### config.mk
export PLATFORM = sky130hd
export DESIGN_NAME = fpc_blend
export DESIGN_NICKNAME = d
export VERILOG_FILES = /design/src/rtl/fpc_pkg.sv /design/src/rtl/fpc_blend.sv
export SDC_FILE = /design/constraint.sdc
export NUM_CORES = 2
export LEC_CHECK = 0
export BUFFER_PORTS_ARGS = -buffer_cell sky130_fd_sc_hd__buf_2
export CAP_MARGIN = 5
export CORE_ASPECT_RATIO = 1.2
export CORE_MARGIN = 2
export CORE_UTILIZATION = 34
export DETAILED_ROUTE_END_ITERATION = 10
export PLACE_DENSITY_LB_ADDON = 0.15
export SLEW_MARGIN = 20
export SYNTH_ARGS = -nofsm -noshare
export SYNTH_HDL_FRONTEND = slang
export SYNTH_SLANG_ARGS = --single-unit
### constraint.sdc
create_clock -name clk -period 8.97 [get_ports clk]
set_clock_uncertainty 0.1 [all_clocks]
set_input_delay 1.3455 -clock clk [delete_from_list [all_inputs] [get_ports clk]]
set_output_delay 1.3455 -clock clk [all_outputs]
set_load 0.05 [all_outputs]
### src/rtl/fpc_pkg.sv
// Shared types, constants and divide-by-255 helpers for the frame pixel compositor.
`default_nettype none

package fpc_pkg;

    // Dimension limit and field widths
    localparam int FPC_MAX_DIM = 4096;
    localparam int COORD_W     = 12;
    localparam int DIM_W       = 13;
    localparam int CH_W        = 8;
    localparam int INDEX_W     = 24;
    localparam int PROD_W      = 2 * DIM_W;
    localparam int CFG_IDX_W   = 3;
    localparam int CFG_DATA_W  = 13;
    localparam int MODE_W      = 2;

    // Compose modes
    localparam logic [MODE_W-1:0] MODE_SRC   = 2'd0;
    localparam logic [MODE_W-1:0] MODE_OVER  = 2'd1;
    localparam logic [MODE_W-1:0] MODE_CLEAR = 2'd2;

    // Configuration register indexes
    localparam logic [CFG_IDX_W-1:0] REG_MODE     = 3'd0;
    localparam logic [CFG_IDX_W-1:0] REG_CANVAS_W = 3'd1;
    localparam logic [CFG_IDX_W-1:0] REG_CANVAS_H = 3'd2;
    localparam logic [CFG_IDX_W-1:0] REG_FRAME_L  = 3'd3;
    localparam logic [CFG_IDX_W-1:0] REG_FRAME_T  = 3'd4;
    localparam logic [CFG_IDX_W-1:0] REG_FRAME_W  = 3'd5;
    localparam logic [CFG_IDX_W-1:0] REG_FRAME_H  = 3'd6;

    // How a written pixel gets its value
    typedef logic [1:0] kind_t;
    localparam kind_t KIND_SRC   = 2'd0;
    localparam kind_t KIND_DST   = 2'd1;
    localparam kind_t KIND_BLEND = 2'd2;
    localparam kind_t KIND_CLEAR = 2'd3;

    // Pipeline shape
    localparam int GEOM_LAT   = 3;
    localparam int BLEND_LAT  = 5;
    localparam int DIV_BPS    = 3;
    localparam int DIV_STAGES = 6;
    localparam int DIV_W      = DIV_BPS * DIV_STAGES;
    localparam int NUM_W      = 17;
    localparam int PIPE_LAT   = BLEND_LAT + DIV_STAGES;
    localparam int SIDE_DLY   = PIPE_LAT - GEOM_LAT;

    // Channel order: 0 red, 1 green, 2 blue, 3 alpha
    typedef logic [3:0][CH_W-1:0] pixel_t;

    typedef struct packed {
        logic [MODE_W-1:0] mode;
        logic [DIM_W-1:0]  canvas_width;
        logic [DIM_W-1:0]  canvas_height;
        logic [COORD_W-1:0] frame_left;
        logic [COORD_W-1:0] frame_top;
        logic [DIM_W-1:0]  frame_width;
        logic [DIM_W-1:0]  frame_height;
    } cfg_t;

    typedef struct packed {
        logic               we;
        kind_t              kind;
        logic [INDEX_W-1:0] pixel_index;
        pixel_t             pass;
    } side_t;

    // First guess of x/255 for x < 2^24; low by at most one
    function automatic logic [16:0] div255_est(input logic [23:0] x);
        logic [24:0] acc;
        acc = 25'(x) + 25'(x >> 8) + 25'(x >> 16);
        return acc[24:8];
    endfunction

    // Correct the guess with one compare against the remainder
    function automatic logic [16:0] div255_fix(input logic [23:0] x, input logic [16:0] est);
        logic [24:0] prod;
        logic [24:0] rem;
        prod = {est, 8'h00} - 25'(est);
        rem  = 25'(x) - prod;
        return (rem >= 25'd255) ? est + 17'd1 : est;
    endfunction

endpackage

`default_nettype wire

### src/rtl/fpc_blend.sv
// Blend front end: channel products, exact divide by 255, numerators and output alpha.
`default_nettype none

module fpc_blend
    import fpc_pkg::*;
(
    input  wire logic                       clk,
    input  wire logic                       en,
    input  wire pixel_t                     src,
    input  wire pixel_t                     dst,
    output logic [2:0][NUM_W-1:0]           num,
    output logic [CH_W-1:0]                 oa
);

    logic [2:0][15:0] sv1_reg, pd1_reg, sv2_reg, sv3_reg, sv4_reg;
    logic [15:0]      fn1_reg;
    logic [CH_W-1:0]  t1_reg, sa1_reg, sa2_reg, sa3_reg, sa4_reg;
    logic [3:0][23:0] x2_reg, x3_reg;
    logic [3:0][16:0] est3_reg;
    logic [3:0][15:0] q4_reg;
    logic [2:0][NUM_W-1:0] num5_reg;
    logic [CH_W-1:0]  oa5_reg;

    logic [CH_W-1:0]  t_next;
    logic [3:0][23:0] x_next;
    logic [3:0][16:0] est_next;
    logic [3:0][15:0] q_next;

    assign t_next = 8'hFF - src[3];

    always_comb
    begin
        for (int k = 0; k < 3; k++)
        begin
            x_next[k] = 24'(pd1_reg[k]) * 24'(t1_reg);
        end
        x_next[3] = 24'(fn1_reg);
        for (int k = 0; k < 4; k++)
        begin
            est_next[k] = div255_est(x2_reg[k]);
            q_next[k]   = 16'(div255_fix(x3_reg[k], est3_reg[k]));
        end
    end

    // Stage 1: source and canvas products
    always_ff @(posedge clk)
    begin
        if (en)
        begin
            for (int k = 0; k < 3; k++)
            begin
                sv1_reg[k] <= 16'(src[k]) * 16'(src[3]);
                pd1_reg[k] <= 16'(dst[k]) * 16'(dst[3]);
            end
            fn1_reg <= 16'(dst[3]) * 16'(t_next);
            t1_reg  <= t_next;
            sa1_reg <= src[3];
        end
    end

    // Stages 2 to 4: weight by (255 - sa), then divide by 255
    always_ff @(posedge clk)
    begin
        if (en)
        begin
            x2_reg   <= x_next;
            sv2_reg  <= sv1_reg;
            sa2_reg  <= sa1_reg;
            est3_reg <= est_next;
            x3_reg   <= x2_reg;
            sv3_reg  <= sv2_reg;
            sa3_reg  <= sa2_reg;
            q4_reg   <= q_next;
            sv4_reg  <= sv3_reg;
            sa4_reg  <= sa3_reg;
        end
    end

    // Stage 5: blend numerators and output alpha
    always_ff @(posedge clk)
    begin
        if (en)
        begin
            for (int k = 0; k < 3; k++)
            begin
                num5_reg[k] <= NUM_W'(sv4_reg[k]) + NUM_W'(q4_reg[k]);
            end
            oa5_reg <= sa4_reg + q4_reg[3][CH_W-1:0];
        end
    end

    assign num = num5_reg;
    assign oa  = oa5_reg;

endmodule

`default_nettype wire

[After elaboration in Yosys (flattened, before gate mapping)]
Cells that the tools add are included.
W data, S select, Z words.
Word-level totals
  output and inout bits: 59
  bits in registers: 647
  input bits: 66
  word-level logic and storage cells: 83
Cells by class
  multiply operators: 10
  $lt $le $gt $ge: 4
  add/sub/neg operators: 24
  multiplexer cells: 4
Operator list (number)
  $mul A8 B8 Y16: 7
  $ge A25 B8 Y1 const B: 4
  $add A24 B16 Y25: 3
  $add A25 B8 Y25: 3
  $sub A24 B25 Y25: 3
  $sub A25 B17 Y25: 3
  $mul A16 B8 Y24: 3
  $add A16 B16 Y17: 3
  $add A16 B1 Y16 const B: 3
  $mux W16: 3
  $sub A16 B25 Y25: 1
  $sub A17 B9 Y18: 1
  $add A16 B8 Y17: 1
  $add A8 B1 Y8 const B: 1
  $add A8 B8 Y8: 1
  $mux W8: 1
  $sub A8 B8 Y8 const A: 1

[Depth between registers and ports, before layout]
  depth in word-level cells: 4
  gate-level depth with buffers: 22
  gate-level depth less buffers: 21

[Least setup slack after synthesis]
Ideal clock, no wire load.
  kind: input to register
  start point: input port src[29] in the netlist's numbering
  end point: register sv1_reg[45] in the netlist's numbering, data pin
  arrival time: 5.449 ns
  buffers on the path: 2
  required time: 8.612 ns
  cell stages on the path: 20
  setup time: 0.258 ns
  setup slack: 3.164 ns
  cells stage by stage: clkbuf_1 > clkbuf_1 > nand2_1 > fa_1 > fa_1 > inv_1 > fa_1 > inv_1 > fa_1 > inv_1 > ha_1 > a21boi_0 > o21ai_0 > nand2b_1 > a21o_1 > a21o_1 > a21o_1 > nand2_1 > nor2b_1 > xnor2_1
Between the ends
  word-level cells in the longest chain between the ends: 1
RTL lines
  start: declaration: RTL line fpc_blend.sv:9  | input wire pixel_t src,
  $mul A8 B8 Y16: RTL line fpc_blend.sv:52  | sv1_reg[k] <= 16'(src[k]) * 16'(src[3]);
  end signal: indexed assignment: RTL line fpc_blend.sv:52
  end: declaration: RTL line fpc_blend.sv:15  | logic [2:0][15:0] sv1_reg, pd1_reg, sv2_reg, sv3_reg, sv4_reg;
Every way passes these cells.
A chain may end at the register's enable or synchronous reset.

==> results.py <==
metrics = {
    "logic_synthesis": {
        "synth_cells": 5442,
        "synth.area.top_cells": "edfxtp_1 (34%), fa_1 (19%), ha_1 (14%)",
        "netlist_area_sq_mm": 0.0577,
        "yosysWarningCount": 0,
        "synth_cell_types": 78,
        "synth_top_cell_by_area": "edfxtp_1",
        "yosys.area.top_type_share_pct": 33.7,
        "ys.flop_type": "edfxtp_1",
        "synth.ff_latch_count": 647,
        "synth.avg_cell_area_sq_um": 10.6,
        "postSynth.asyncResetShare_pct": 0,
        "synth_seq_area_share_pct": 33.7,
        "synth_edf_count": 647,
        "syn-num-nets": 6719,
    },
    "timing": {
        "tns_ps": 0,
        "max_freq_mhz": 166,
        "drv_slew": 0,
        "final_hold_viol_count": 0,
        "rsz0062_at_grt": "false",
        "finalCriticalPeriod_ps": 6030,
        "finalSetupViolations": 0,
        "period_share_pct": 67.2,
        "tightestPinTransition_ps": 933,
        "slew_headroom_pct": 36.2,
    },
    "global_routing": {
        "grt_max_degree": 170,
        "antenna_found_initial": 18,
        "grt_pass1_vias": 39100,
        "gr-usage-all-layers_pct": 15.3,
        "grt-ovfl-total": 0,
        "grt_pass1_wl_um": 213000,
    },
    "clocking": {
        "holdBufCountCts": 0,
        "clock-root-buffer": "clkbuf_16",
        "cts-resized-gates": 0,
        "path_clk_slew_ps": 60,
        "cts_sinks": 647,
        "cts_tree": "done",
        "cts_setup_buffers": 0,
        "cts_buffer_depth": 3,
        "htreeDepth": 3,
        "clk_latency_ps": 660,
        "cts_inserted_buffers": 76,
    },
    "outcome": {
        "outcome": "completed",
    },
    "drt": {
        "vias": 37200,
        "wirelength_um": 129000,
        "firstDrtPassIters": 6,
        "drc": 0,
        "ant_nets": 0,
        "routed_via_density": 4.73,
        "drt-initial-drc-count": 1880,
        "routedWlPerCell_um": 16.4,
    },
    "cells_and_area": {
        "finalNonFillerCells": 7861,
        "layout_commonest_cell": "inv_1",
        "area_delta_synth_final_pct": 9.92,
        "final_cell_mix": "inv_1 (926), ha_1 (654), edfxtp_1 (647)",
        "seq_area_sq_mm": 0.0194,
        "fillerInstances": 16900,
        "multiInputGateArea_sq_mm": 0.0343,
        "final_nets": 6824,
        "drive_gt1_share_pct": 5.05,
    },
    "min_path": {
        "min_path_type": "flip-flop to flip-flop",
    },
    "worst_setup_path": {
        "arrival_ps": 6320,
        "worstPathRequired_ps": 9270,
        "crit_top_cell": "fa_1",
        "max_stage_delay_ps": 720,
        "crit_type": "flip-flop to flip-flop",
        "slowest_stage": "edfxtp_1",
        "critPathMaxFanout": 18,
        "crit_path_start_kind": "flip-flop",
        "endpoint_kind": "flip-flop",
        "crit_chain": "buf_4, nand2_1, fa_1, fa_1, inv_1, fa_1, inv_1, fa_1, inv_1, ha_1, o21a_1, o41ai_1, o311ai_0, a31oi_1, nor2b_1, o21a_1, o41ai_1, xnor2_1",
    },
    "floorplanning": {
        "die_area_sq_mm": 0.173,
        "io_pins": 125,
        "die_width_um": 380,
        "num_rows": 165,
        "initial_core_util_pct": 34.2,
        "die_height_um": 455,
        "core_sq_mm": 0.168,
    },
    "placement": {
        "portBuffers": 124,
        "dp_hpwl_um": 101000,
        "gp_congestion": 0.827,
        "dp.cells": 7723,
    },
    "run": {
        "max_cap_viol_count": 0,
    },
}
## Yosys cell counts, drive strengths merged (71+ instances only)
cell type    n
nand2      510
clkbuf     104
xnor2      243
a21oi      167
ha         654
inv        926
edfxtp     647
nor2b       98
xor2        71
o21ai      129
and2       441
nor3        86
nand3       72
fa         557
nor2       211
## worst max-delay path: cells and delay by family (launching register included)
kind	cells	cell delay [ps]
xor gates and xnor gates	1	110
and+or+nand+nor	2	190
adders and majority gates	5	2310
buffers and inverters	4	480
AOI/OAI and AO/OA	6	1850
DFF	1	720
## logic make-up after synthesis
group           synth area share (%)
buf+inv                         6.80
compound gates                  6.82
fa+ha+maj                       33.5
xor+xnor                        4.77
mux                            0.234
simple gates                    14.2
flops                           33.7
## metrics by stage
step | hold slack [ps] | util (%) | cell area [sq um] | worst slack (ps)
after global routing | 307 | 37.6 | 63400 | 2380
after detailed placement | 305 | 36.1 | 60900 | 2680
after CTS | 312 | 37.6 | 63400 | 2890
final | 306 | 37.6 | 63400 | 2940
after floorplan | 300 | - | 57700 | 3160
after global placement | 301 | 36.1 | 60900 | 2800
## worst paths after layout
| kind | end | depth (start not counted) | from | slack [ps] |
|---|---|---|---|---|
| worst max-delay path | x2_reg[22]$_DFFE_PP_ | 18 | t1_reg[2]$_DFFE_PP_ | 2940 |
| worst min-delay path | sv4_reg[30]$_DFFE_PP_ | 0 | sv3_reg[30]$_DFFE_PP_ | 310 |
| worst max register to register | x2_reg[22]$_DFFE_PP_ | 18 | t1_reg[2]$_DFFE_PP_ | 2940 |
| worst min register to register | sv4_reg[30]$_DFFE_PP_ | 0 | sv3_reg[30]$_DFFE_PP_ | 310 |
## layout make-up
cell class	instances	area share (%)
antenna	6	0.0237
clock buffer	90	3.12
tap	2254	4.45
clock inverter	42	0.854
timing repair buffer	142	1.29
sequential	647	30.6
multi-input combinational	3754	54.2
inverter	926	5.48
## metal layers
metal  vias to the layer above  GRT usage, %  share of wire [%]
met5                         -             0              0.060
met4                        14          3.40                1.6
met3                       133          2.00                3.3
met2                       497          26.1                 48
met1                     18300          20.6                 47
li1                      18200             -                  -
Power is not shown: default switching activity piles up to over one toggle a cycle in this logic, so the estimate is an artifact.
