`src/rtl/fpc_pkg.sv`:
```
// Shared types, constants and divide-by-255 helpers for the frame pixel compositor.
`default_nettype none

package fpc_pkg;

    // Dimension limit and field widths
    localparam int FPC_MAX_DIM = 4096;
    localparam int COORD_W     = 12;
    localparam int DIM_W       = 13;
    localparam int CH_W        = 8;
    localparam int INDEX_W     = 24;
    localparam int PROD_W      = 2 * DIM_W;
    localparam int CFG_IDX_W   = 3;
    localparam int CFG_DATA_W  = 13;
    localparam int MODE_W      = 2;

    // Compose modes
    localparam logic [MODE_W-1:0] MODE_SRC   = 2'd0;
    localparam logic [MODE_W-1:0] MODE_OVER  = 2'd1;
    localparam logic [MODE_W-1:0] MODE_CLEAR = 2'd2;

    // Configuration register indexes
    localparam logic [CFG_IDX_W-1:0] REG_MODE     = 3'd0;
    localparam logic [CFG_IDX_W-1:0] REG_CANVAS_W = 3'd1;
    localparam logic [CFG_IDX_W-1:0] REG_CANVAS_H = 3'd2;
    localparam logic [CFG_IDX_W-1:0] REG_FRAME_L  = 3'd3;
    localparam logic [CFG_IDX_W-1:0] REG_FRAME_T  = 3'd4;
    localparam logic [CFG_IDX_W-1:0] REG_FRAME_W  = 3'd5;
    localparam logic [CFG_IDX_W-1:0] REG_FRAME_H  = 3'd6;

    // How a written pixel gets its value
    typedef logic [1:0] kind_t;
    localparam kind_t KIND_SRC   = 2'd0;
    localparam kind_t KIND_DST   = 2'd1;
    localparam kind_t KIND_BLEND = 2'd2;
    localparam kind_t KIND_CLEAR = 2'd3;

    // Pipeline shape
    localparam int GEOM_LAT   = 3;
    localparam int BLEND_LAT  = 5;
    localparam int DIV_BPS    = 3;
    localparam int DIV_STAGES = 6;
    localparam int DIV_W      = DIV_BPS * DIV_STAGES;
    localparam int NUM_W      = 17;
    localparam int PIPE_LAT   = BLEND_LAT + DIV_STAGES;
    localparam int SIDE_DLY   = PIPE_LAT - GEOM_LAT;

    // Channel order: 0 red, 1 green, 2 blue, 3 alpha
    typedef logic [3:0][CH_W-1:0] pixel_t;

    typedef struct packed {
        logic [MODE_W-1:0] mode;
        logic [DIM_W-1:0]  canvas_width;
        logic [DIM_W-1:0]  canvas_height;
        logic [COORD_W-1:0] frame_left;
        logic [COORD_W-1:0] frame_top;
        logic [DIM_W-1:0]  frame_width;
        logic [DIM_W-1:0]  frame_height;
    } cfg_t;

    typedef struct packed {
        logic               we;
        kind_t              kind;
        logic [INDEX_W-1:0] pixel_index;
        pixel_t             pass;
    } side_t;

    // First guess of x/255 for x < 2^24; low by at most one
    function automatic logic [16:0] div255_est(input logic [23:0] x);
        logic [24:0] acc;
        acc = 25'(x) + 25'(x >> 8) + 25'(x >> 16);
        return acc[24:8];
    endfunction

    // Correct the guess with one compare against the remainder
    function automatic logic [16:0] div255_fix(input logic [23:0] x, input logic [16:0] est);
        logic [24:0] prod;
        logic [24:0] rem;
        prod = {est, 8'h00} - 25'(est);
        rem  = 25'(x) - prod;
        return (rem >= 25'd255) ? est + 17'd1 : est;
    endfunction

endpackage

`default_nettype wire

```
`src/rtl/fpc_divider.sv`:
```
// Pipelined restoring divider: three numerators over one shared 8-bit divisor.
`default_nettype none

module fpc_divider
    import fpc_pkg::*;
(
    input  wire logic                   clk,
    input  wire logic                   en,
    input  wire logic [2:0][NUM_W-1:0]  num,
    input  wire logic [CH_W-1:0]        den,
    output logic [2:0][CH_W-1:0]        quot,
    output logic [CH_W-1:0]             den_out
);

    logic [2:0][DIV_W-1:0] num_reg [DIV_STAGES];
    logic [2:0][DIV_W-1:0] q_reg   [DIV_STAGES];
    logic [2:0][CH_W-1:0]  rem_reg [DIV_STAGES];
    logic [CH_W-1:0]       den_reg [DIV_STAGES];

    for (genvar j = 0; j < DIV_STAGES; j++)
    begin : g_stage
        logic [2:0][DIV_W-1:0] num_in, q_in, num_next, q_next;
        logic [2:0][CH_W-1:0]  rem_in, rem_next;
        logic [CH_W-1:0]       den_in;
        logic [CH_W:0]         trial;

        if (j == 0)
        begin : g_first
            for (genvar k = 0; k < 3; k++)
            begin : g_lane
                assign num_in[k] = DIV_W'(num[k]);
            end
            assign q_in   = '0;
            assign rem_in = '0;
            assign den_in = den;
        end
        else
        begin : g_rest
            assign num_in = num_reg[j-1];
            assign q_in   = q_reg[j-1];
            assign rem_in = rem_reg[j-1];
            assign den_in = den_reg[j-1];
        end

        // Retire DIV_BPS quotient bits per lane, most significant first
        always_comb
        begin
            num_next = num_in;
            q_next   = q_in;
            rem_next = rem_in;
            trial    = '0;
            for (int k = 0; k < 3; k++)
            begin
                for (int b = 0; b < DIV_BPS; b++)
                begin
                    trial       = {rem_next[k], num_next[k][DIV_W-1]};
                    num_next[k] = {num_next[k][DIV_W-2:0], 1'b0};
                    if (trial >= {1'b0, den_in})
                    begin
                        rem_next[k] = CH_W'(trial - {1'b0, den_in});
                        q_next[k]   = {q_next[k][DIV_W-2:0], 1'b1};
                    end
                    else
                    begin
                        rem_next[k] = trial[CH_W-1:0];
                        q_next[k]   = {q_next[k][DIV_W-2:0], 1'b0};
                    end
                end
            end
        end

        always_ff @(posedge clk)
        begin
            if (en)
            begin
                num_reg[j] <= num_next;
                q_reg[j]   <= q_next;
                rem_reg[j] <= rem_next;
                den_reg[j] <= den_in;
            end
        end
    end

    // Keep the low 8 bits of each quotient
    for (genvar k = 0; k < 3; k++)
    begin : g_out
        assign quot[k] = q_reg[DIV_STAGES-1][k][CH_W-1:0];
    end
    assign den_out = den_reg[DIV_STAGES-1];

endmodule

`default_nettype wire

```
`config.mk`:
```
export PLATFORM = sky130hd
export DESIGN_NAME = fpc_divider
export DESIGN_NICKNAME = d
export VERILOG_FILES = /design/src/rtl/fpc_pkg.sv /design/src/rtl/fpc_divider.sv
export SDC_FILE = /design/constraint.sdc
export NUM_CORES = 1
export LEC_CHECK = 0
export BUFFER_PORTS_ARGS = -buffer_cell sky130_fd_sc_hd__buf_2
export CORE_ASPECT_RATIO = 2
export CORE_MARGIN = 3
export CORE_UTILIZATION = 55
export DETAILED_ROUTE_END_ITERATION = 8
export HOLD_SLACK_MARGIN = 0.05
export PLACE_DENSITY = 0.8
export SETUP_SLACK_MARGIN = 0.5
export SYNTH_ARGS = -nofsm -noshare
export SYNTH_HDL_FRONTEND = slang
export SYNTH_SLANG_ARGS = --single-unit
```
`constraint.sdc`:
```
create_clock -name clk -period 21.7 [get_ports clk]
set_clock_uncertainty 0.15 [all_clocks]
set_input_delay 0 -clock clk [delete_from_list [all_inputs] [get_ports clk]]
set_output_delay 0 -clock clk [all_outputs]
set_load 0.005 [all_outputs]
```
* Word-level counts from Yosys, hierarchy flattened
Memories as Yosys holds them, arrays and structs flattened. Index checks and enable logic that the tools add are counted. W data, S select, Z words.
Storage, ports and cells: bits in registers 0, bits in latches 0, RAM bits 786, ROM bits 0, word-level logic and storage cells 214, memories 4
Memory list:
- q_reg | depth 6, width 54, rd ports 6, clocked after Yosys merged registers in 0, write ports 6, RTL line fpc_divider.sv:16 | logic [2:0][DIV_W-1:0] q_reg [DIV_STAGES];
- num_reg | depth 6, width 45, rd ports 5, clocked after Yosys merged registers in 0, write ports 6, RTL line fpc_divider.sv:15 | logic [2:0][DIV_W-1:0] num_reg [DIV_STAGES];
- rem_reg | depth 6, width 24, rd ports 5, clocked after Yosys merged registers in 0, write ports 6, RTL line fpc_divider.sv:17 | logic [2:0][CH_W-1:0] rem_reg [DIV_STAGES];
- den_reg | depth 6, width 8, rd ports 6, clocked after Yosys merged registers in 0, write ports 6, RTL line fpc_divider.sv:18 | logic [CH_W-1:0] den_reg [DIV_STAGES];
Operators by class: add/subtract/negate cells 52, $mul 0, divide/modulo/power cells 0, $lt $le $gt $ge 52, equality and inequality tests 0, shifts and indexed selects 0, multiplexer cells 106, bitwise operators 0, reductions and logical operators 0
Operators with widths (count):
- $ge A9 B8 Y1 | 51
- $mux W8 | 52
- $sub A8 B8 Y8 | 51
- $mux W1 | 54
- $ge A1 B8 Y1 const A | 1
- $sub A1 B8 Y8 const A | 1

* Logic depth before layout (Yosys ltp)
An unclocked memory read counts as a cell.
depth in word-level cells 7, depth in mapped cells 30, gate-level depth less buffers 28

* Least setup slack after synthesis
No wires, ideal clock.
kind flip-flop to flip-flop, start memory den_reg[0][1], end memory rem_reg[1][11] (netlist name) (data pin), setup time 261 ps, data arrival time 6470 ps, slack 14820 ps, stages on the path, launching flop included 29, cell sequence edfxtp_1 -> inv_1 -> ha_1 -> nor2b_1 -> o211ai_1 -> a32oi_1 -> o32ai_1 -> clkbuf_1 -> nor2_1 -> a21oi_1 -> inv_1 -> ha_1 -> nor2b_1 -> o31a_1 -> o21ai_0 -> a211o_1 -> o311a_1 -> clkbuf_1 -> mux2i_1 -> ha_1 -> nor2b_1 -> o31a_1 -> o211ai_1 -> nand3_1 -> a211oi_1 -> a22oi_1 -> nor2b_1 -> buf_2 -> a221o_1
RTL lines (RTL line):
- from (decl) | fpc_divider.sv:18
- to (decl) | fpc_divider.sv:17

==> out/metrics.cfg <==
[worst_setup_path]
r2r_cells = 25
cp-end-kind = register
startpoint = den_reg[0][1]
rrSetupSlack_ps = 13530
worstPathMaxFanout = 13
timing.rr.end = rem_reg[1][17]
cp.arrival_ps = 8280
crit_type = reg2reg
crit_path_end = rem_reg[1][17]
startpoint_type = register
crit_required_ps = 21800
timing.rr.start = den_reg[0][1]

[die]
die_y_um = 339
core-area_mm2 = 0.0548
initial_utilization = 0.558
die_w_um = 173
rows = 121
io_pins = 93
die_area_mm2 = 0.0586

[yosys]
yosys_warnings = 0
ys_ff_latch = 348
synth_area_mm2 = 0.0306
synth_edf_count = 348
synth_cell_types = 90
avgSynthCellArea_um2 = 10.1
synth_flop_cell = edfxtp_1
asyncSetResetFlopFracSynth = 0
synthCells = 3032
synth-seq-area-share = 0.342

[routing]
vias = 24623
drc_errors = 0
wl_per_cell_um = 19.6
drtPass1Iterations = 6
totalWireLength_um = 78900
via_per_inst = 6.12
drt_iter0_markers = 1148
final_antenna_net_count = 0

[clock_network]
clock_sinks = 348
worstSkewPairLatency_ps = 560
cts-root-buf = clkbuf_16
cts_setup_buffers = 0
numCtsBuffers = 37
cts_resized = 0
clock_path_buffers = 3
h-tree-depth = 2
clk_pin_slew_ps = 60
cts_tree = done

[sta]
worst_slew_pin_slew_ps = 1170
finalCritPeriodShare = 0.377
fmax_mhz = 122
slew_violations = 0
fin_tns_setup_ps = 0
setup_viol = 0
period_needed_ps = 8170
max_slew_margin = 0.218
rsz0062_at_grt = no
hold_viol_final = 0

[grt]
grt_pass1_vias = 26176
grt_use_met2 = 0.523
grt_overflow = 0
busiest_layer = met2
grt_pass1_wl_um = 127000
grtUsageMet3 = 0.0321
grtUsageMet1 = 0.220
antenna_found_initial = 1
grt_use_total = 0.266
grt_max_degree = 91

[min_path]
min_path_type = in2reg

[finish]
drive_gt1_frac = 0.116
finalNetCount = 3764
largest_reg_flops = 135
synthToLayoutAreaGrowth_pct = 12.1
nFillCells = 4487
multi_input_area_mm2 = 0.0190
regArea_mm2 = 0.0105

[placement]
place.gp.congestion = 0.993
hpwl_um = 60900
io_buffers = 92

[flow_run]
maxCapViolCount = 0

[status]
status = finished, final reports clean

[repair_timing]
item	in CTS	in global routing
setup endpoints to repair	0	0
hold endpoints to repair	137	0
hold buffers	110	0
[area by class of cell]
cell class	count	area share
diodes	1	0.0000730
clock buffers	39	0.0272
clock inverters	27	0.00712
inverters	255	0.0279
multi-input cells	2390	0.554
flip-flops and latches	348	0.305
well taps	738	0.0269
repair buffers	228	0.0515
[placed cells by master, fill, tap and decap left out, types with 57 or more instances in the layout]
cell | synthesis | routed
xnor2_1 | 160 | 160
mux2i_1 | 57 | 57
nor2b_1 | 81 | 81
nor2_1 | 173 | 173
xor2_1 | 65 | 65
ha_1 | 395 | 395
inv_1 | 254 | 254
o21ai_0 | 195 | 195
buf_2 | 11 | 91
nand2_1 | 178 | 178
edfxtp_1 | 348 | 348
mux2_2 | 138 | 138
nor3_1 | 57 | 57
a21o_1 | 90 | 90
dlygate4sd3_1 | 0 | 110
a21oi_1 | 196 | 196
[per-stage QoR]
| stage | util | instance area [um2] | setup WS [ps] | std cells | hold WS [ps] |
|---|---|---|---|---|---|
| global route | 0.626 | 34300 | 12860 | 4026 | 60.2 |
| detailed placement | 0.584 | 32000 | 13700 | 3849 | 28.4 |
| floorplan | - | 30600 | 14820 | 3034 | -51.1 |
| global placement | 0.584 | 32000 | 13750 | 3849 | 26.2 |
| finish | 0.626 | 34300 | 13530 | 4026 | 62.1 |
| CTS | 0.625 | 34300 | 13720 | 4025 | 50.6 |
[how the worst min path moves through the flow]
stage | start | slack (ps) | end | cells past startpoint
floorplan | den[0] | -50 | den_reg[0][0] | 0
global placement | num[34] | 30 | num_reg[0][30] | 1
detailed placement | num[20] | 30 | num_reg[0][18] | 1
CTS | num[25] | 50 | num_reg[0][23] | 2
global route | num[2] | 60 | num_reg[0][2] | 2
finish | num[25] | 60 | num_reg[0][23] | 2
[metal layers]
| layer | vias to the layer above | part of all wire |
|---|---|---|
| met5 | - | 0 |
| met4 | 0 | 0.12 |
| met3 | 468 | 0.036 |
| met2 | 865 | 0.54 |
| met1 | 11551 | 0.31 |
| li1 | 11739 | - |
[critical path, stage by stage (launching register included)]
cell	delay, ps
edfxtp_1	630
inv_1	260
ha_1	360
nor2b_1	200
o211ai_2	120
a32oi_1	360
o32ai_1	190
buf_4	210
a21oi_1	360
inv_1	100
ha_1	320
nor2b_1	160
o31a_1	260
o21ai_0	330
a211oi_1	180
a311oi_2	790
o21ai_0	290
ha_1	370
nor2b_1	170
o31a_1	190
o211ai_1	140
nand3_1	130
nand2_1	70
a22oi_1	610
nor2b_1	710
a221oi_1	210
[synth_stat cells (8+ instances only)]
cell type	number	area share
a211oi_1	20	0.0049
a21boi_0	10	0.0025
a21o_1	90	0.022
a21oi_1	196	0.032
a221o_1	29	0.0095
a221oi_1	8	0.0023
a31oi_1	17	0.0035
and2_1	17	0.0035
and3_1	11	0.0023
and4_1	11	0.0031
buf_2	11	0.0018
clkbuf_1	25	0.0031
edfxtp_1	348	0.34
fa_1	48	0.031
ha_1	395	0.16
inv_1	254	0.031
mux2_2	138	0.051
mux2i_1	57	0.019
nand2_1	178	0.022
nand2b_1	45	0.0092
nand3_1	43	0.0070
nand3b_1	14	0.0034
nand4_1	48	0.0098
nor2_1	173	0.021
nor2b_1	81	0.017
nor3_1	57	0.0093
o211ai_1	20	0.0049
o21a_1	44	0.011
o21ai_0	195	0.032
o21bai_1	21	0.0052
o31a_1	14	0.0040
or2_2	26	0.0053
or3_1	13	0.0027
xnor2_1	160	0.046
xor2_1	65	0.019
[kinds of logic after synthesis]
kind of cell / Yosys count / synth area share
buf+inv: 296 / 0.0374
mux: 195 / 0.0695
fa+ha+maj: 443 / 0.193
other cells: 1 / 0.000123
compound gates: 778 / 0.171
simple gates: 746 / 0.123
xor+xnor: 225 / 0.0644
flops: 348 / 0.342
Power is left out: the tool's default activity adds up to more than one toggle a clock period on the data nets, which glitch-free logic cannot reach.
