$ cat config.mk
export PLATFORM = sky130hd
export DESIGN_NAME = fpc_geom
export DESIGN_NICKNAME = d
export VERILOG_FILES = /design/src/rtl/fpc_pkg.sv /design/src/rtl/fpc_geom.sv
export SDC_FILE = /design/constraint.sdc
export NUM_CORES = 1
export LEC_CHECK = 0
export CAP_MARGIN = 20
export CELL_PAD_IN_SITES_DETAIL_PLACEMENT = 1
export CELL_PAD_IN_SITES_GLOBAL_PLACEMENT = 2
export CORE_MARGIN = 2
export CORE_UTILIZATION = 30
export DETAILED_ROUTE_END_ITERATION = 7
export DONT_BUFFER_PORTS = 1
export GPL_TIMING_DRIVEN = 0
export PLACE_DENSITY = 0.58
export SLEW_MARGIN = 10
export SYNTH_ARGS = -nofsm -noshare
export SYNTH_HDL_FRONTEND = slang
export SYNTH_SLANG_ARGS = --single-unit
$ cat constraint.sdc
create_clock -name clk -period 7.8 [get_ports clk]
set_input_delay 0.78 -clock clk [delete_from_list [all_inputs] [get_ports clk]]
set_output_delay 0.78 -clock clk [all_outputs]
set_load 0.01 [all_outputs]
$ cat src/rtl/fpc_pkg.sv
// Shared types, constants and divide-by-255 helpers for the frame pixel compositor.
`default_nettype none

package fpc_pkg;

    // Dimension limit and field widths
    localparam int FPC_MAX_DIM = 4096;
    localparam int COORD_W     = 12;
    localparam int DIM_W       = 13;
    localparam int CH_W        = 8;
    localparam int INDEX_W     = 24;
    localparam int PROD_W      = 2 * DIM_W;
    localparam int CFG_IDX_W   = 3;
    localparam int CFG_DATA_W  = 13;
    localparam int MODE_W      = 2;

    // Compose modes
    localparam logic [MODE_W-1:0] MODE_SRC   = 2'd0;
    localparam logic [MODE_W-1:0] MODE_OVER  = 2'd1;
    localparam logic [MODE_W-1:0] MODE_CLEAR = 2'd2;

    // Configuration register indexes
    localparam logic [CFG_IDX_W-1:0] REG_MODE     = 3'd0;
    localparam logic [CFG_IDX_W-1:0] REG_CANVAS_W = 3'd1;
    localparam logic [CFG_IDX_W-1:0] REG_CANVAS_H = 3'd2;
    localparam logic [CFG_IDX_W-1:0] REG_FRAME_L  = 3'd3;
    localparam logic [CFG_IDX_W-1:0] REG_FRAME_T  = 3'd4;
    localparam logic [CFG_IDX_W-1:0] REG_FRAME_W  = 3'd5;
    localparam logic [CFG_IDX_W-1:0] REG_FRAME_H  = 3'd6;

    // How a written pixel gets its value
    typedef logic [1:0] kind_t;
    localparam kind_t KIND_SRC   = 2'd0;
    localparam kind_t KIND_DST   = 2'd1;
    localparam kind_t KIND_BLEND = 2'd2;
    localparam kind_t KIND_CLEAR = 2'd3;

    // Pipeline shape
    localparam int GEOM_LAT   = 3;
    localparam int BLEND_LAT  = 5;
    localparam int DIV_BPS    = 3;
    localparam int DIV_STAGES = 6;
    localparam int DIV_W      = DIV_BPS * DIV_STAGES;
    localparam int NUM_W      = 17;
    localparam int PIPE_LAT   = BLEND_LAT + DIV_STAGES;
    localparam int SIDE_DLY   = PIPE_LAT - GEOM_LAT;

    // Channel order: 0 red, 1 green, 2 blue, 3 alpha
    typedef logic [3:0][CH_W-1:0] pixel_t;

    typedef struct packed {
        logic [MODE_W-1:0] mode;
        logic [DIM_W-1:0]  canvas_width;
        logic [DIM_W-1:0]  canvas_height;
        logic [COORD_W-1:0] frame_left;
        logic [COORD_W-1:0] frame_top;
        logic [DIM_W-1:0]  frame_width;
        logic [DIM_W-1:0]  frame_height;
    } cfg_t;

    typedef struct packed {
        logic               we;
        kind_t              kind;
        logic [INDEX_W-1:0] pixel_index;
        pixel_t             pass;
    } side_t;

    // First guess of x/255 for x < 2^24; low by at most one
    function automatic logic [16:0] div255_est(input logic [23:0] x);
        logic [24:0] acc;
        acc = 25'(x) + 25'(x >> 8) + 25'(x >> 16);
        return acc[24:8];
    endfunction

    // Correct the guess with one compare against the remainder
    function automatic logic [16:0] div255_fix(input logic [23:0] x, input logic [16:0] est);
        logic [24:0] prod;
        logic [24:0] rem;
        prod = {est, 8'h00} - 25'(est);
        rem  = 25'(x) - prod;
        return (rem >= 25'd255) ? est + 17'd1 : est;
    endfunction

endpackage

`default_nettype wire

$ cat src/rtl/fpc_geom.sv
// Placement pipeline: clipping, mode decode and canvas index of each pixel.
`default_nettype none

module fpc_geom
    import fpc_pkg::*;
#(
    parameter int MAX_DIM = FPC_MAX_DIM
)
(
    input  wire logic               clk,
    input  wire logic               en,
    input  wire cfg_t               cfg,
    input  wire logic [COORD_W-1:0] column,
    input  wire logic [COORD_W-1:0] line,
    input  wire pixel_t             src,
    input  wire pixel_t             dst,
    output side_t                   side
);

    function automatic logic [DIM_W-1:0] sat_dim(input logic [DIM_W-1:0] v);
        if (32'(v) > 32'(MAX_DIM))
        begin
            return DIM_W'(MAX_DIM);
        end
        return v;
    endfunction

    logic [DIM_W-1:0] cw_next, ch_next, fw_next, fh_next;
    logic [DIM_W-1:0] cx_next, cy_next;
    logic             we_next;
    kind_t            kind_next;
    pixel_t           pass_next;

    logic             we1_reg, we2_reg;
    kind_t            kind1_reg, kind2_reg;
    pixel_t           pass1_reg, pass2_reg;
    logic [DIM_W-1:0] cx1_reg, cy1_reg, cw1_reg, cx2_reg;
    logic [PROD_W-1:0] prod2_reg;
    side_t            side3_reg;

    // Clip against frame and canvas, decode the mode
    always_comb
    begin
        cw_next   = sat_dim(cfg.canvas_width);
        ch_next   = sat_dim(cfg.canvas_height);
        fw_next   = sat_dim(cfg.frame_width);
        fh_next   = sat_dim(cfg.frame_height);
        cx_next   = {1'b0, column} + {1'b0, cfg.frame_left};
        cy_next   = {1'b0, line} + {1'b0, cfg.frame_top};
        we_next   = ({1'b0, column} < fw_next) && ({1'b0, line} < fh_next)
                    && (cx_next < cw_next) && (cy_next < ch_next);
        kind_next = KIND_CLEAR;
        unique case (cfg.mode)
            MODE_SRC:   kind_next = KIND_SRC;
            MODE_OVER:
            begin
                if (src[3] == 8'hFF)
                begin
                    kind_next = KIND_SRC;
                end
                else if (src[3] == 8'h00)
                begin
                    kind_next = KIND_DST;
                end
                else
                begin
                    kind_next = KIND_BLEND;
                end
            end
            MODE_CLEAR: kind_next = KIND_CLEAR;
            default:    we_next = 1'b0;
        endcase
        pass_next = (kind_next == KIND_DST) ? dst : src;
    end

    // Stage 1: clip result and coordinates
    always_ff @(posedge clk)
    begin
        if (en)
        begin
            we1_reg   <= we_next;
            kind1_reg <= kind_next;
            pass1_reg <= pass_next;
            cx1_reg   <= cx_next;
            cy1_reg   <= cy_next;
            cw1_reg   <= cw_next;
        end
    end

    // Stage 2: row offset product
    always_ff @(posedge clk)
    begin
        if (en)
        begin
            we2_reg   <= we1_reg;
            kind2_reg <= kind1_reg;
            pass2_reg <= pass1_reg;
            cx2_reg   <= cx1_reg;
            prod2_reg <= PROD_W'(cy1_reg) * PROD_W'(cw1_reg);
        end
    end

    // Stage 3: add the column and keep the low index bits
    always_ff @(posedge clk)
    begin
        if (en)
        begin
            side3_reg.we          <= we2_reg;
            side3_reg.kind        <= kind2_reg;
            side3_reg.pass        <= pass2_reg;
            side3_reg.pixel_index <= prod2_reg[INDEX_W-1:0] + INDEX_W'(cx2_reg);
        end
    end

    assign side = side3_reg;

endmodule

`default_nettype wire

After elaboration in Yosys (flattened, before gate mapping)
Index checks and enable logic that the tools add are counted.
{"block": "totals", "regBits": 205, "inputBits": 168, "word_cells": 62}
{"block": "op_classes", "add_sub_neg": 3, "mul": 1, "n_lt_le_gt_ge": 8, "n_eq_ne": 4, "n_mux": 16, "reduce_logical": 6}
{"cell": "$mux W13", "count": 8}
{"cell": "$gt A13 B13 Y1 const B", "count": 4}
{"cell": "$mux W32", "count": 1}
{"cell": "$add A12 B12 Y13", "count": 2}
{"cell": "$lt A12 B13 Y1", "count": 2}
{"cell": "$lt A13 B13 Y1", "count": 2}
{"cell": "$add A24 B13 Y24", "count": 1}
{"cell": "$mul A13 B13 Y24", "count": 1}
{"cell": "$eq A8 B8 Y1 const B", "count": 1}
{"cell": "$logic_not A8 Y1", "count": 1}
{"cell": "$eq A2 B1 Y1 const B", "count": 2}
{"cell": "$mux W1", "count": 4}
{"cell": "$mux W2", "count": 2}
{"cell": "$pmux W2 S2", "count": 1}
{"cell": "$logic_and A1 B1 Y1", "count": 3}
{"cell": "$reduce_or A3 Y1", "count": 1}
{"cell": "$eq A2 B2 Y1 const B", "count": 1}
{"cell": "$logic_not A2 Y1", "count": 1}

Longest topological paths before layout
{"block": "logic_depth", "depth_word": 7, "ltp_mapped": 21}

Worst setup path before layout
Ideal clock, no wire load.
{"block": "synth_path", "path_kind": "reg2reg", "start": "reg cy1_reg[11]", "end": "reg prod2_reg[21] (data pin)", "setup_ps": 259, "arrival_ps": 4891, "required_ps": 7541, "path_slack_ps": 2650, "stages_incl_launch_ff": 20, "path_buffers": 1, "synth_period_minus_slack_ps": 5150, "cell_sequence": "edfxtp_1 clkbuf_1 and2_1 fa_1 inv_1 fa_1 inv_1 fa_1 fa_1 inv_1 fa_1 inv_1 ha_1 nand3_1 nor4_1 or2_2 o21ai_1 a21oi_2 nor4b_1 a211o_1"}
{"block": "synth_between", "elab_chain_cells": 1}
{"item": "from (decl)", "line_no": "fpc_geom.sv:37", "rtl": "logic [DIM_W-1:0] cx1_reg, cy1_reg, cw1_reg, cx2_reg;"}
{"item": "from (signal assigned)", "line_no": "fpc_geom.sv:85", "rtl": "cy1_reg <= cy_next;"}
{"item": "$mul A13 B13 Y24", "line_no": "fpc_geom.sv:99", "rtl": "prod2_reg <= PROD_W'(cy1_reg) * PROD_W'(cw1_reg);"}
{"item": "to (signal assigned)", "line_no": "fpc_geom.sv:99"}
{"item": "to (decl)", "line_no": "fpc_geom.sv:38", "rtl": "logic [PROD_W-1:0] prod2_reg;"}
Every way passes these cells.
A chain may end at the register's enable or synchronous reset.

Final worst setup path
{"block": "layout_path", "start": "reg cw1_reg[5]", "end": "reg prod2_reg[21] (data pin)"}
{"block": "layout_between", "elab_chain_cells": 1}
{"item": "from (decl)", "line_no": "fpc_geom.sv:37"}
{"item": "from (signal assigned)", "line_no": "fpc_geom.sv:86", "rtl": "cw1_reg <= cw_next;"}
{"item": "$mul A13 B13 Y24", "line_no": "fpc_geom.sv:99"}
Every way passes these cells.

==> Flow_metrics.wiki <==
{| class="wikitable"
! Metric !! Value
|-
| Net count, final || around 1800
|-
| Crit. End Element || flip-flop
|-
| Min Clock Period, post-route || between 5 and 6 ns
|-
| Final routed DRC violation total || 0
|-
| Layout cells sized above 1 || between 5 and 6%
|-
| Finish-stage setup viols || 0
|-
| CTS H-tree lvls || 1
|-
| HPWL Detailed || 30.2 mm
|-
| Gr ovfl total || 0
|-
| Number of sinks handled by clock tree synthesis || about 210
|-
| Pint || about 4.6 mW
|-
| Slew margin rel. || 52.9%
|-
| Static leakage || roughly 7 nW
|-
| Setup TNS after final layout || 0 ns
|-
| Clock Power Share || between 10% and 20%
|-
| Actual transition at the worst max-transition pin || between 0.7 and 0.8 ns
|-
| Data arrival time at the worst-slack endpoint || about 6.2 ns
|-
| Logic gate share of total power || 63.8%
|-
| Die Area || just over 50000 um2
|-
| Class of the most critical setup path || reg -> reg
|-
| 1st-pass router iterations || 4
|-
| Pin count of the biggest net entering global routing || 206
|-
| Clock Tree Root || sky130_fd_sc_hd__clkbuf_16
|-
| Global-route usage over all layers || between 10 and 15%
|-
| Total core area || around 50000 um2
|-
| Slowest stage cell on the critical path || sky130_fd_sc_hd__fa_1
|-
| Proportion of register bits with asynchronous set or reset after synthesis || 0%
|-
| CTS tree || built
|-
| Number of port buffers || 0
|-
| Cells traversed along the worst timing path || clkbuf_1, nand2_1, fa_1, fa_1, inv_1, fa_1, fa_1, inv_1, fa_1, inv_1, ha_1, nand3_1, nor4_1, or2_2, o21ai_1, a21oi_2, nor4b_1, a211o_1
|-
| Pre-CTS setup slack || 1.76 ns
|-
| Post-Synthesis Mean Instance Area || 11.4 um2
|-
| Syn Nets || 1759
|-
| Total of flip-flops plus latches after synthesis || about 210
|-
| Number of maximum-capacitance constraint violations || 0
|-
| Inserted Clock Buffers || 23
|-
| Gr busiest metal || met2
|-
| Maximum cell stage delay along the critical path || about 0.54 ns
|-
| Maximum clock path buffer count || 3
|-
| Post-cts sizing count || 0
|-
| Final routed wire length divided by cell count || about 18 um
|-
| Number of routed nets with antenna violations || 0
|-
| Number of distinct standard cells referenced by the synthesized netlist || between 50 and 60
|-
| Routed wire length || around 37 mm
|-
| Switching share of power || a little over two fifths
|-
| Height of the die || approximately 230 um
|-
| Total power per unit cell area || a little under 500 nW/um2
|-
| Worst Path Buf+Inv || 4
|-
| Worst-case setup margin in the final layout || around 1.8 ns
|-
| GP Congestion || ~0.8
|-
| Starting DRC count in detailed routing || 310
|-
| Sequential group share of total power || 23.2%
|-
| Largest register FFs || ~60
|-
| Max IR drop VDD || between 0.2 and 0.3 mV
|-
| Area growth from synthesis to layout || 10.4%
|-
| Ys flop type || sky130_fd_sc_hd__edfxtp_1
|-
| GR met2 Demand/Resource || between 20% and 30%
|-
| Vias per Instance || ~4.5
|-
| Final period util || around three quarters
|-
| Number of antenna violations at the first check in global routing || 0
|-
| Largest fanout of any net on the critical path || 10
|-
| Worst hold path class || in -> reg
|-
| RSZ-0062 raised after global routing || no
|-
| Yosys warns || 0
|-
| Max Clock Skew || roughly 0.015 ns
|-
| Synthesized instance count || 1323
|-
| Post-synthesis cell area || approximately 15000 um2
|-
| Vias || roughly 9200
|-
| Achievable Freq || roughly 0.17 GHz
|-
| Fraction of met1 tracks used by global routing || a little under a fifth
|-
| Hold Violations, Final || 0
|-
| Row cnt || 82
|-
| Kind of start point of the critical path || flip-flop
|-
| Run status || completed
|-
| Post-synth EDFFs || ~210
|-
| Number of hold buffers added after cts || 0
|-
| Global Route met3 Usage || 3.03%
|-
| CTS clock-pin slew for the worst setup and hold paths || roughly 0.06 ns
|-
| Pins over their slew limit || 0
|-
| WP data required || a little over 8 ns
|-
| Starting Density || 30.2%
|-
| Switch Pwr || 3.46 mW
|-
| Number of global-route vias before repair || 10133
|-
| Sequential share of the synthesized area || about two fifths
|-
| Clock latency reported for the late side of the worst-skew pair || about 0.52 ns
|-
| Dominant delay contributor by cell family on the critical path || adder cells
|-
| Most Frequent Cell on Critical Path || sky130_fd_sc_hd__fa_1
|-
| Global-route wire length before repair || roughly 58 mm
|-
| DIE WIDTH || ~230 um
|-
| Top Ports || 227
|-
| Total setup buffers inserted after CTS || 0
|}
layer usage:
metal	routed length (um)	vias to the layer above	share of wire (%)
met2	17300	139	47
met1	17100	4522	47
met4	587	0	1.6
met5	0	-	0
met3	1690	28	4.6
li1	-	4516	-
cells in the mapped netlist (all sizes together) (2+ instances only):
cell type	instances	share of area, %
a2111oi	3	0.17
a211o	3	0.17
a211oi	11	0.55
a21boi	3	0.17
a21o	24	1.2
a21oi	53	1.8
a31oi	6	0.25
and2	83	3.5
and3	8	0.33
and4	2	0.12
buf	3	0.10
clkbuf	35	0.87
edfxtp	205	41
fa	123	16
ha	145	12
inv	178	4.4
mux2	25	1.9
mux2i	2	0.13
nand2	149	3.7
nand2b	28	1.2
nand3	14	0.47
nand4	7	0.29
nand4b	2	0.12
nor2	46	1.1
nor2b	12	0.50
nor3	13	0.47
nor4	11	0.46
nor4b	2	0.12
o211ai	8	0.40
o21a	5	0.25
o21ai	27	0.90
o21bai	6	0.30
or2	2	0.083
or3	4	0.17
or3b	2	0.12
xnor2	44	2.6
xor2	15	0.87
layout make-up:
cell class / count / area, um2
fillers: 5558 / 33300
multi-input cells: 902 / 8070
flip-flops and latches: 205 / 6160
well taps: 672 / 841
inverters: 178 / 668
clock buffers: 26 / 587
plain buffers: 38 / 146
clock inverters: 14 / 139
diodes: 1 / 2.50
worst reg2reg max path, delay by kind of cell (launching register included):
kind | cells | cell delay [ns]
fa+ha+maj | 6 | 2.97
buf+inv | 4 | 0.66
simple gates | 5 | 0.86
compound gates | 3 | 0.67
flops | 1 | 0.53
worst paths after layout:
check                    start             to  slack, ns  depth (start not counted)
hold reg to reg   pass1_reg[8]   pass2_reg[8]       0.42                          0
setup / recovery    cw1_reg[5]  prod2_reg[21]       1.84                         18
hold / removal              en       side[23]       0.39                          0
setup reg to reg    cw1_reg[5]  prod2_reg[21]       1.84                         18
layout by cell type (no fill, tap or decap), types with 3 or more instances in the layout:
cell type                    netlist  routed
sky130_fd_sc_hd__xor2_1           15      15
sky130_fd_sc_hd__a211o_1           3       3
sky130_fd_sc_hd__nor2_1           46      46
sky130_fd_sc_hd__o21ai_1           4       4
sky130_fd_sc_hd__mux2_2           25      25
sky130_fd_sc_hd__a2111oi_0         3       3
sky130_fd_sc_hd__fa_1            123     123
sky130_fd_sc_hd__clkinvlp_4        0       4
sky130_fd_sc_hd__a21oi_2           3       3
sky130_fd_sc_hd__or3_1             4       4
sky130_fd_sc_hd__o21bai_1          6       6
sky130_fd_sc_hd__o21ai_0          23      23
sky130_fd_sc_hd__a211oi_1         11      11
sky130_fd_sc_hd__o21a_1            5       5
sky130_fd_sc_hd__and3_1            8       8
sky130_fd_sc_hd__clkinv_2          0       3
sky130_fd_sc_hd__nor3_1           12      12
sky130_fd_sc_hd__a21o_1           24      24
sky130_fd_sc_hd__nand2_1         149     149
sky130_fd_sc_hd__and2_1           83      83
sky130_fd_sc_hd__ha_1            145     145
sky130_fd_sc_hd__a21oi_1          50      50
sky130_fd_sc_hd__edfxtp_1        205     205
sky130_fd_sc_hd__nand2b_1         28      28
sky130_fd_sc_hd__o211ai_1          8       8
sky130_fd_sc_hd__nand3_1          14      14
sky130_fd_sc_hd__inv_1           178     178
sky130_fd_sc_hd__clkbuf_1         35      38
sky130_fd_sc_hd__buf_2             3       3
sky130_fd_sc_hd__nor2b_1          12      12
sky130_fd_sc_hd__clkbuf_16         0      23
sky130_fd_sc_hd__a31oi_1           6       6
sky130_fd_sc_hd__nor4_1           11      11
sky130_fd_sc_hd__xnor2_1          44      44
sky130_fd_sc_hd__nand4_1           7       7
cells by family after synthesis:
logic type      Yosys count  share of synthesized area [%]
xor+xnor                 59                           3.44
compound gates          159                           6.84
flops                   205                           40.9
buf+inv                 216                           5.42
mux                      27                           2.00
fa+ha+maj               268                           28.4
simple gates            389                           12.9
power groups by stage:
| stage | combinational [mW] | clock, mW | sequential [mW] |
|---|---|---|---|
| after detailed placement | 5.20 | 0 | 1.89 |
| after global routing | 6.01 | 1.12 | 1.88 |
| after floorplan | 4.03 | 0 | 1.82 |
| after global placement | 5.16 | 0 | 1.88 |
| after CTS | 5.25 | 1.08 | 1.87 |
| final | 5.12 | 1.04 | 1.86 |
per-stage QoR:
stage	utilization, %	hold WS, ns	instance area (um2)	cells	power (mW)
6_report	33.3	0.390	16600	2036	8.01
5_1_grt	33.3	0.369	16600	2035	9.01
4_1_cts	33.3	0.363	16600	2035	8.19
3_5_place_dp	31.9	0.405	15900	1995	7.09
3_3_place_gp	31.9	0.401	15900	1995	7.04
2_1_floorplan	-	0.400	15000	1323	5.86
Power figures use the tool's default switching activity.
